## src/rtl/lruc_pkg.sv

```systemverilog
`timescale 1ns / 1ps
`default_nettype none
// ----------------------------------------------------------------------------
// lruc_pkg
// Shared sizes, action codes, types and helpers of the timestamp LRU cache.
// ----------------------------------------------------------------------------
package lruc_pkg;

    localparam int ENTRIES    = 128;
    localparam int KEY_BITS   = 16;
    localparam int STAMP_BITS = 32;

    localparam int IDX_W      = $clog2(ENTRIES);
    localparam int RAM_W      = KEY_BITS + STAMP_BITS;

    localparam int ACT_W      = 2;
    localparam int IN_KEY_W   = 16;
    localparam int SLOT_W     = 7;

    localparam logic [ACT_W-1:0] ACT_LOOKUP = 2'd0;
    localparam logic [ACT_W-1:0] ACT_INVAL  = 2'd1;
    localparam logic [ACT_W-1:0] ACT_CLEAR  = 2'd2;

    typedef logic [IDX_W-1:0]      t_idx;
    typedef logic [KEY_BITS-1:0]   t_key;
    typedef logic [STAMP_BITS-1:0] t_stamp;
    typedef logic [SLOT_W-1:0]     t_slot;

    localparam t_stamp STAMP_MAX  = '1;
    localparam t_idx   IDX_LAST   = t_idx'(ENTRIES - 1);

    typedef struct packed {
        logic start;
        logic scan;
        logic write;
        logic load_out;
    } t_cmd;

    typedef struct packed {
        logic act_scan;
        logic scan_done;
        logic out_free;
    } t_sts;

    function automatic t_key fit_key(input logic [IN_KEY_W-1:0] k);
        logic [IN_KEY_W+KEY_BITS-1:0] ext;
        ext = (IN_KEY_W + KEY_BITS)'(k);
        return ext[KEY_BITS-1:0];
    endfunction

    function automatic t_slot to_slot(input t_idx idx);
        logic [SLOT_W+IDX_W-1:0] ext;
        ext = (SLOT_W + IDX_W)'(idx);
        return ext[SLOT_W-1:0];
    endfunction

endpackage
`default_nettype wire

```

## src/rtl/lruc_ctrl.sv

```systemverilog
`timescale 1ns / 1ps
`default_nettype none
// ----------------------------------------------------------------------------
// lruc_ctrl
// Sequencer: accept a beat, scan+update for lookup/inval, hand off the result.
// ----------------------------------------------------------------------------
module lruc_ctrl (
    input  wire logic          i_clk,
    input  wire logic          i_rst_n,
    input  wire logic          i_in_valid,
    output logic               o_in_stall,
    input  wire lruc_pkg::t_sts i_sts,
    output lruc_pkg::t_cmd     o_cmd
);
    import lruc_pkg::*;

    localparam logic [1:0] S_IDLE  = 2'd0;
    localparam logic [1:0] S_SCAN  = 2'd1;
    localparam logic [1:0] S_WRITE = 2'd2;
    localparam logic [1:0] S_DONE  = 2'd3;

    logic [1:0] r_state;
    logic [1:0] n_state;
    t_cmd       cmd;

    always_comb begin
        n_state = r_state;
        cmd     = '0;
        unique case (r_state)
            S_IDLE: begin
                if (i_in_valid) begin
                    cmd.start = 1'b1;
                    n_state   = i_sts.act_scan ? S_SCAN : S_DONE;
                end
            end
            S_SCAN: begin
                cmd.scan = 1'b1;
                if (i_sts.scan_done) begin
                    n_state = S_WRITE;
                end
            end
            S_WRITE: begin
                cmd.write = 1'b1;
                n_state   = S_DONE;
            end
            S_DONE: begin
                if (i_sts.out_free) begin
                    cmd.load_out = 1'b1;
                    n_state      = S_IDLE;
                end
            end
            default: n_state = S_IDLE;
        endcase
    end

    always_ff @(posedge i_clk) begin
        if (!i_rst_n) begin
            r_state <= S_IDLE;
        end else begin
            r_state <= n_state;
        end
    end

    assign o_cmd      = cmd;
    assign o_in_stall = (r_state != S_IDLE);

endmodule
`default_nettype wire

```

## config.mk

```make
export PLATFORM = sky130hd
export DESIGN_NAME = lruc_ctrl
export DESIGN_NICKNAME = d
export VERILOG_FILES = /design/src/rtl/lruc_pkg.sv /design/src/rtl/lruc_ctrl.sv
export SDC_FILE = /design/constraint.sdc
export NUM_CORES = 1
export LEC_CHECK = 0
export ABC_AREA = 1
export BUFFER_PORTS_ARGS = -buffer_cell sky130_fd_sc_hd__buf_2
export CAP_MARGIN = 0
export CORE_AREA = 3 3 40 42
export CTS_CLUSTER_SIZE = 16
export DETAILED_ROUTE_END_ITERATION = 12
export DIE_AREA = 0 0 43 45
export PLACE_DENSITY = 0.46
export SLEW_MARGIN = 15
export SYNTH_ARGS = -nofsm -noshare
export SYNTH_HDL_FRONTEND = slang
export SYNTH_SLANG_ARGS = --single-unit
```

## constraint.sdc

```tcl
create_clock -name i_clk -period 1.25 [get_ports i_clk]
set_input_delay 0.125 -clock i_clk [delete_from_list [all_inputs] [get_ports i_clk]]
set_output_delay 0.125 -clock i_clk [all_outputs]
set_load 0.05 [all_outputs]
```

Word-level counts from Yosys, hierarchy flattened
Index checks and enable logic that the tools add are counted.
- multiplexer cells: 11
- eq/ne operators: 6
- reductions and logical operators: 3
- operators by type and width (operator ; number):
    2-bit two-way mux ; 4
    2-bit one-hot mux with 4 select lines ; 1
    1-bit two-way mux ; 6
    2-bit != test, second input constant ; 3
    2-bit == test, second input constant ; 2
    3-bit AND reduction ; 1
    2-bit by 1-bit == test with 1-bit output, second input constant ; 1
    2-bit logical NOT ; 1
    2-bit nonzero test ; 1
- output and inout port bits: 5
- bits of input ports: 6
- flip-flop bits (word level): 2
- word-level logic and storage cells: 21

Depth between registers and ports, before layout
Gate-level depths: netlist of run 1.
- depth in word-level cells: 3
- gate-level depth with buffers: 7
- mapped depth without buffers: 7

Least setup slack after synthesis of run 1
No wires, ideal clock.
- kind: register -> register
- start point: register r_state[1]
- end point: register r_state[0]
- required time: 1.137 ns
- stages on the path, launching flop included: 8
- path slack: -0.089 ns
- clock period less this slack: 1.339 ns
- setup time: 0.113 ns
- path buffers: 0
- data arrival time: 1.226 ns
- path through: dfxtp_1 > inv_1 > ha_1 > nand2_1 > nand3_2 > nand2_1 > nand2_1 > nor2_1
- word-level cells in the longest chain between the ends: 3
- elaborated cells between the ends (all ways): 9
- those cells by class: eq/ne: 6; mux: 1; reduce/logical: 2
- ends and longest elaborated chain (element ; RTL line ; text):
    start: declaration ; lruc_ctrl.sv:22 ; logic [1:0] r_state;
    start signal: assignment ; lruc_ctrl.sv:60 ; r_state <= n_state;
    2-bit by 1-bit == test with 1-bit output (tied with other cells) ; lruc_ctrl.sv:29 ; unique case (r_state)
    2-bit != test (no source line) ; -- ;
    3-bit AND reduction (no source line) ; -- ;
Several ways; a longest one is shown, not always the timed one.
A chain may end at the register's enable or synchronous reset.

==> implementation parameters, run 1 <==
Parameter                              Value

Run status
  Result of the run ... finished clean

Global routing
  Pin count of the biggest net entering global routing ... 5
  Remaining global-route overflow ... 0
  Tot GR Track Use ... 0.0524
  Initial antenna violation count ... 0
  Global-route wire length before repair ... 752 um
  Number of global-route vias before repair ... 219

Timing
  Final hold violation count ... 0
  Period Utilization, post-route ... 0.965
  Fin crit period ... about 1.2 ns
  Sum of negative setup slack ... 0 ns
  Minimum hold slack ... approximately 0.14 ns
  Setup repair after global routing missed its margin ... true
  Skew final ... approximately 0.0022 ns
  Worst slew slack as a fraction of its limit ... 0.835
  Final number of max-transition violations ... 0
  Setup-failing EPs final ... 0
  Achievable clock frequency ... 0.829 GHz
  Transition time at the pin with the least slew margin ... 0.249 ns

Critical path
  Largest fanout on the critical path ... 2
  Nature of the critical path endpoint ... output pin
  Data required, critical path ... roughly 1.1 ns
  Type of element launching the critical path ... flop
  Arrival time reported for the critical path endpoint ... roughly 1.1 ns
  Kind of critical path ... reg -> out

Route
  Via count normalized by instance count ... 3.50
  Number of DRC markers in iteration 0 ... 3
  Detailed Routing Iterations Pass 1 ... 4
  Routed len/inst ... 6.81 um
  Final routed DRC violation total ... 0
  Total routed wirelength ... 422 um
  DR vias ... around 220
  Number of nets with antenna violations after routing ... 0

Synth
  Xor/xnor share of the synthesized area ... 0
  Warning count from the yosys run ... 0
  Count of flip-flops with a built-in enable after synthesis ... 0
  Largest family of logic cells by synthesized area ... simple AND/OR/NAND/NOR gates
  Synth Area in Simple Gates ... 0.335
  Post-synthesis async set-or-reset flop share ... 0
  Share of the synthesized area in compound gates (AO/OA/AOI/OAI) ... 0.0235
  Proportion of synthesized area in mux cells ... 0
  Unique masters post-synth ... 9
  Post-synthesis area per instance ... 6.45 um^2
  Post-Syn Area ... 213 um^2
  Register area share after synthesis ... 0.188
  Library cell occupying the most area in the post-synthesis netlist ... ha_1
  Post-synthesis share of cell area spent on full adders, half adders and majority gates ... 0.294
  Most common flop cell mapped by yosys ... dfxtp_1
  Share of the synthesized area in the top cell type ... 0.294
  Post-Syn Nets ... 44
  Leading post-synthesis cells by instance count ... inv_1 (9), nand2_1 (9), ha_1 (5), nor2_1 (4), dfxtp_1 (2)
  Number of flip-flops and latches in the synthesized netlist ... 2
  Biggest area contributors in the synthesized netlist ... ha_1 (29%), dfxtp_1 (19%), inv_1 (16%), nand2_1 (16%), nor2_1 (7.1%)
  Syn Inst Count ... 33

Layout
  Area growth syn-to-layout ... 65.3%
  Final cell count without fillers ... 62
  Net total in the final layout ... 60
  Largest register FFs ... 2
  Filler Cell Count ... 149
  Biggest register ... r_state
  Diodes inserted ... 0
  Largest registers ... r_state: 2 flops
  Fraction of final layout cells sized beyond drive strength 1 ... 0.489

Clocking
  CTS tree ... done
  H-tree depth reported by CTS ... 1
  CTS clock-pin slew for the worst setup and hold paths ... 0.03 ns
  Post-CTS setup buffer count ... 0
  Longest Clk Path Bufs ... 2
  Clock latency reported for the late side of the worst-skew pair ... 0.22 ns
  Clock buffer count from CTS ... 3
  Clock net sink count ... 2
  Clock root buffer ... clkbuf_4
  Hold-fix buffers at CTS ... 0

Placement
  Cell count after placement ... 59
  RD Place Congestion ... ~0.73
  Port-buffer cells ... 10

Hold path
  Hold Path Class ... in -> reg

Die
  Placeable Area ... 1280 um^2
  Number of top-level design ports ... 11
  Die Outline Area ... slightly below 2000 um^2
  Height of the die ... approximately 45 um
  Die X-Extent ... around 43 um
  Number of placement rows ... 13
  Initial standard-cell utilization of the core ... 0.166

Job
  Number of max-capacitance violations reported ... 0
## per-layer routing
metal  vias to the layer above  wire length [um]  track usage
li1                        122                 -            -
met1                        89               188       0.0552
met2                         6               207       0.0808
met3                         0                26       0.0279
met4                         0                 0       0.0361
met5                         -                 0            0
## layout make-up
class                           count  area [um^2]  area share
Inverter                            9         33.8      0.0961
Tap cell                           15         18.8      0.0534
Timing Repair Buffer               11         76.3       0.217
Clock buffer                        3         22.5      0.0641
Sequential cell                     2         41.3       0.117
Multi-Input combinational cell     22          159       0.452
## cells in the final DEF (no fill, tap or decap), drive strengths merged
cell,count
buf,11
nand2,10
inv,9
ha,5
nor2,4
clkbuf,3
dfxtp,2
o21ai,1
nand3,1
or2,1
## timing repair
item	CTS	global route
gates resized for setup	7	5
hold endpoints to repair	0	0
endpoints found under the setup margin	3	4
pin swaps	0	0
## cell families after synthesis
group	Yosys count
AOI/OAI and AO/OA	1
adders and majority gates	5
buffers and inverters	9
DFF	2
and+or+nand+nor	16
## worst paths after layout
path	start	to	slack [ns]	depth (start not counted)
max	r_state[0]	o_cmd[0]	0.04	5
min	i_rst_n	r_state[1]	0.14	3
max reg2reg	r_state[1]	r_state[0]	0.14	5
min reg2reg	r_state[0]	r_state[0]	0.61	4
## critical path, cell delays in order (launching register included)
cell and delay [ns]:
dfxtp_2 0.32, buf_4 0.11, ha_2 0.17, nand2_1 0.05
inv_1 0.06, buf_6 0.15
## per-stage QoR
stage                     setup WS, ns  area, um^2  utilization
after global placement           0.114         294        0.229
after floorplan                 0.0626         218            -
after global routing           -0.0297         352        0.274
after CTS                      0.00218         334        0.260
final                           0.0438         352        0.274
after detailed placement         0.115         294        0.229
Power of run 1 is left out: the tool's default activity adds up to more than one toggle a clock period on the data nets, which glitch-free logic cannot reach.
==> run 2, diff against run 1 <==
Settings changed: BUFFER_PORTS_ARGS -buffer_cell sky130_fd_sc_hd__buf_2 to not set, DONT_BUFFER_PORTS set to 1, GPL_ROUTABILITY_DRIVEN set to 0, PLACE_DENSITY 0.46 to 0.39.
==> implementation parameters, run 2 (same netlist as run 1, synthesis figures left out) <==
Parameter                              Value

Run status
  Result of the run ... finished clean

Layout
  Area growth syn-to-layout ... 61.8%
  Area of all sequential standard cells ... 42.5 um^2 (+3.0%)
  Diodes inserted ... 0 (unchanged)
  Leading cell type in the layout, fill and taps excluded ... nand2_1
  Largest registers ... r_state: 2 flops
  Biggest register ... r_state
  Most used cells in the layout excluding fill and tap cells ... nand2_1 (9), inv_1 (7), nor2_1 (4), buf_4 (4), clkbuf_4 (3)
  Fraction of final layout cells sized beyond drive strength 1 ... 0.429 (-0.0608)
  Filler Cell Count ... 135 (-9.4%)
  Area occupied by multi-input gates ... 156 um^2 (-1.6%)
  Largest register FFs ... 2 (unchanged)
  Net total in the final layout ... 55 (-8.3%)

Timing
  Transition time at the pin with the least slew margin ... 0.171 ns (-0.0778 ns)
  Worst slew slack as a fraction of its limit ... 0.885 (+0.0496)
  Min setup slack post-route ... 0.0614 ns (+0.0176 ns)
  Sum of negative setup slack ... 0 ns (unchanged)
  Setup-failing EPs final ... 0 (unchanged)
  Skew final ... 0.000316 ns (-0.00192 ns)
  Final hold violation count ... 0 (unchanged)
  Fin crit period ... 1.19 ns (-0.0176 ns)
  Period Utilization, post-route ... 0.951 (-0.0141)
  Setup repair after global routing missed its margin ... false
  Final number of max-transition violations ... 0 (unchanged)
  Achievable clock frequency ... 0.841 GHz (+1.5%)

Clocking
  Clock buffer count from CTS ... 3 (unchanged)
  Clock latency reported for the late side of the worst-skew pair ... 0.22 ns (about the same)
  CTS tree ... done
  CTS clock-pin slew for the worst setup and hold paths ... 0.03 ns (about the same)
  Clock root buffer ... clkbuf_4
  Clock net sink count ... 2 (unchanged)
  H-tree depth reported by CTS ... 1 (unchanged)
  Hold-fix buffers at CTS ... 0 (unchanged)
  Longest Clk Path Bufs ... 2 (unchanged)

Critical path
  Gate family responsible for the most delay along the worst path ... buffers and inverters
  Arrival time reported for the critical path endpoint ... 1.06 ns (-0.02 ns)
  Type of element launching the critical path ... flop
  Data required, critical path ... 1.12 ns (about the same)
  Worst-path cell with the longest stage delay ... dfxtp_2
  Largest fanout on the critical path ... 4 (+2)
  Crit path cell chain ... inv_2, ha_4, nand2_1, inv_1, buf_12
  Longest individual stage delay on the worst path ... 0.32 ns (about the same)
  Nature of the critical path endpoint ... output pin
  Buffers plus inverters on the worst setup path ... 3 (unchanged)
  Kind of critical path ... reg -> out

Route
  Final routed DRC violation total ... 0 (unchanged)
  Number of DRC markers in iteration 0 ... 10 (+7)
  Total routed wirelength ... 432 um (+2.4%)
  DR vias ... 191 (-12%)
  Via count normalized by instance count ... 3.35 (-4.3%)
  Number of nets with antenna violations after routing ... 0 (unchanged)
  Routed len/inst ... 7.58 um (+11%)
  Detailed Routing Iterations Pass 1 ... 3 (-1)

Die
  Die X-Extent ... 43 um (unchanged)
  Placeable Area ... 1280 um^2 (unchanged)
  Number of top-level design ports ... 11 (unchanged)
  Height of the die ... 45 um (unchanged)
  Number of placement rows ... 13 (unchanged)
  Die Outline Area ... 1940 um^2 (unchanged)
  Initial standard-cell utilization of the core ... 0.166 (unchanged)

Global routing
  Met1 Usage GRT ... 0.0480 (-0.00719)
  Tot GR Track Use ... 0.0449 (-0.00748)
  M2 GR Usage ... 0.0539 (-0.0269)
  Number of global-route vias before repair ... 174 (-21%)
  Met3 GRT Util ... 0.0159 (-0.0120)
  Pin count of the biggest net entering global routing ... 5 (unchanged)
  Initial antenna violation count ... 0 (unchanged)
  Global-route wire length before repair ... 579 um (-23%)
  Most used routing layer ... met4
  Remaining global-route overflow ... 0 (unchanged)

Placement
  DP HPWL ... 329 um
  Port-buffer cells ... 0 (-10)
  Place WS ... 0.107 ns (-0.00879 ns)

Job
  Number of max-capacitance violations reported ... 0 (unchanged)

Hold path
  Hold Path Class ... in -> reg
## run 2: per-stage QoR
step / cells / util / area [um^2] / hold WS (ns)
floorplan: 33 / - / 218 / 0.245
global placement: 53 / 0.233 / 299 / 0.257
detailed placement: 53 / 0.233 / 299 / 0.255
CTS: 56 / 0.252 / 324 / 0.0129
global route: 57 / 0.268 / 344 / 0.0290
finish: 57 / 0.268 / 344 / 0.0180
## run 2: area by class of cell
type,count,area share
timing repair buffer,6,0.204
multi-input combinational,22,0.455
inverter,9,0.0982
clock buffer,3,0.0655
tap,15,0.0545
sequential,2,0.124
## run 2: timing repair
action                     CTS  global route
resized for setup            3             3
setup endpoints to repair    2             3
setup buffers                0             1
## run 2: layer usage
layer,share of wire,vias to the layer above
met2,0.39,9
met4,0,0
met5,0,-
met1,0.46,70
li1,-,112
met3,0.14,0
## run 2: path summary, 6_finish.rpt
path / endpoint / cells past startpoint / from / slack [ns]
max: o_cmd[3] / 5 / r_state[0] / 0.06
min: r_state[1] / 2 / i_rst_n / 0.02
max reg2reg: r_state[0] / 5 / r_state[0] / 0.17
min reg2reg: r_state[0] / 4 / r_state[0] / 0.61
Power of run 2 is left out for the same reason.
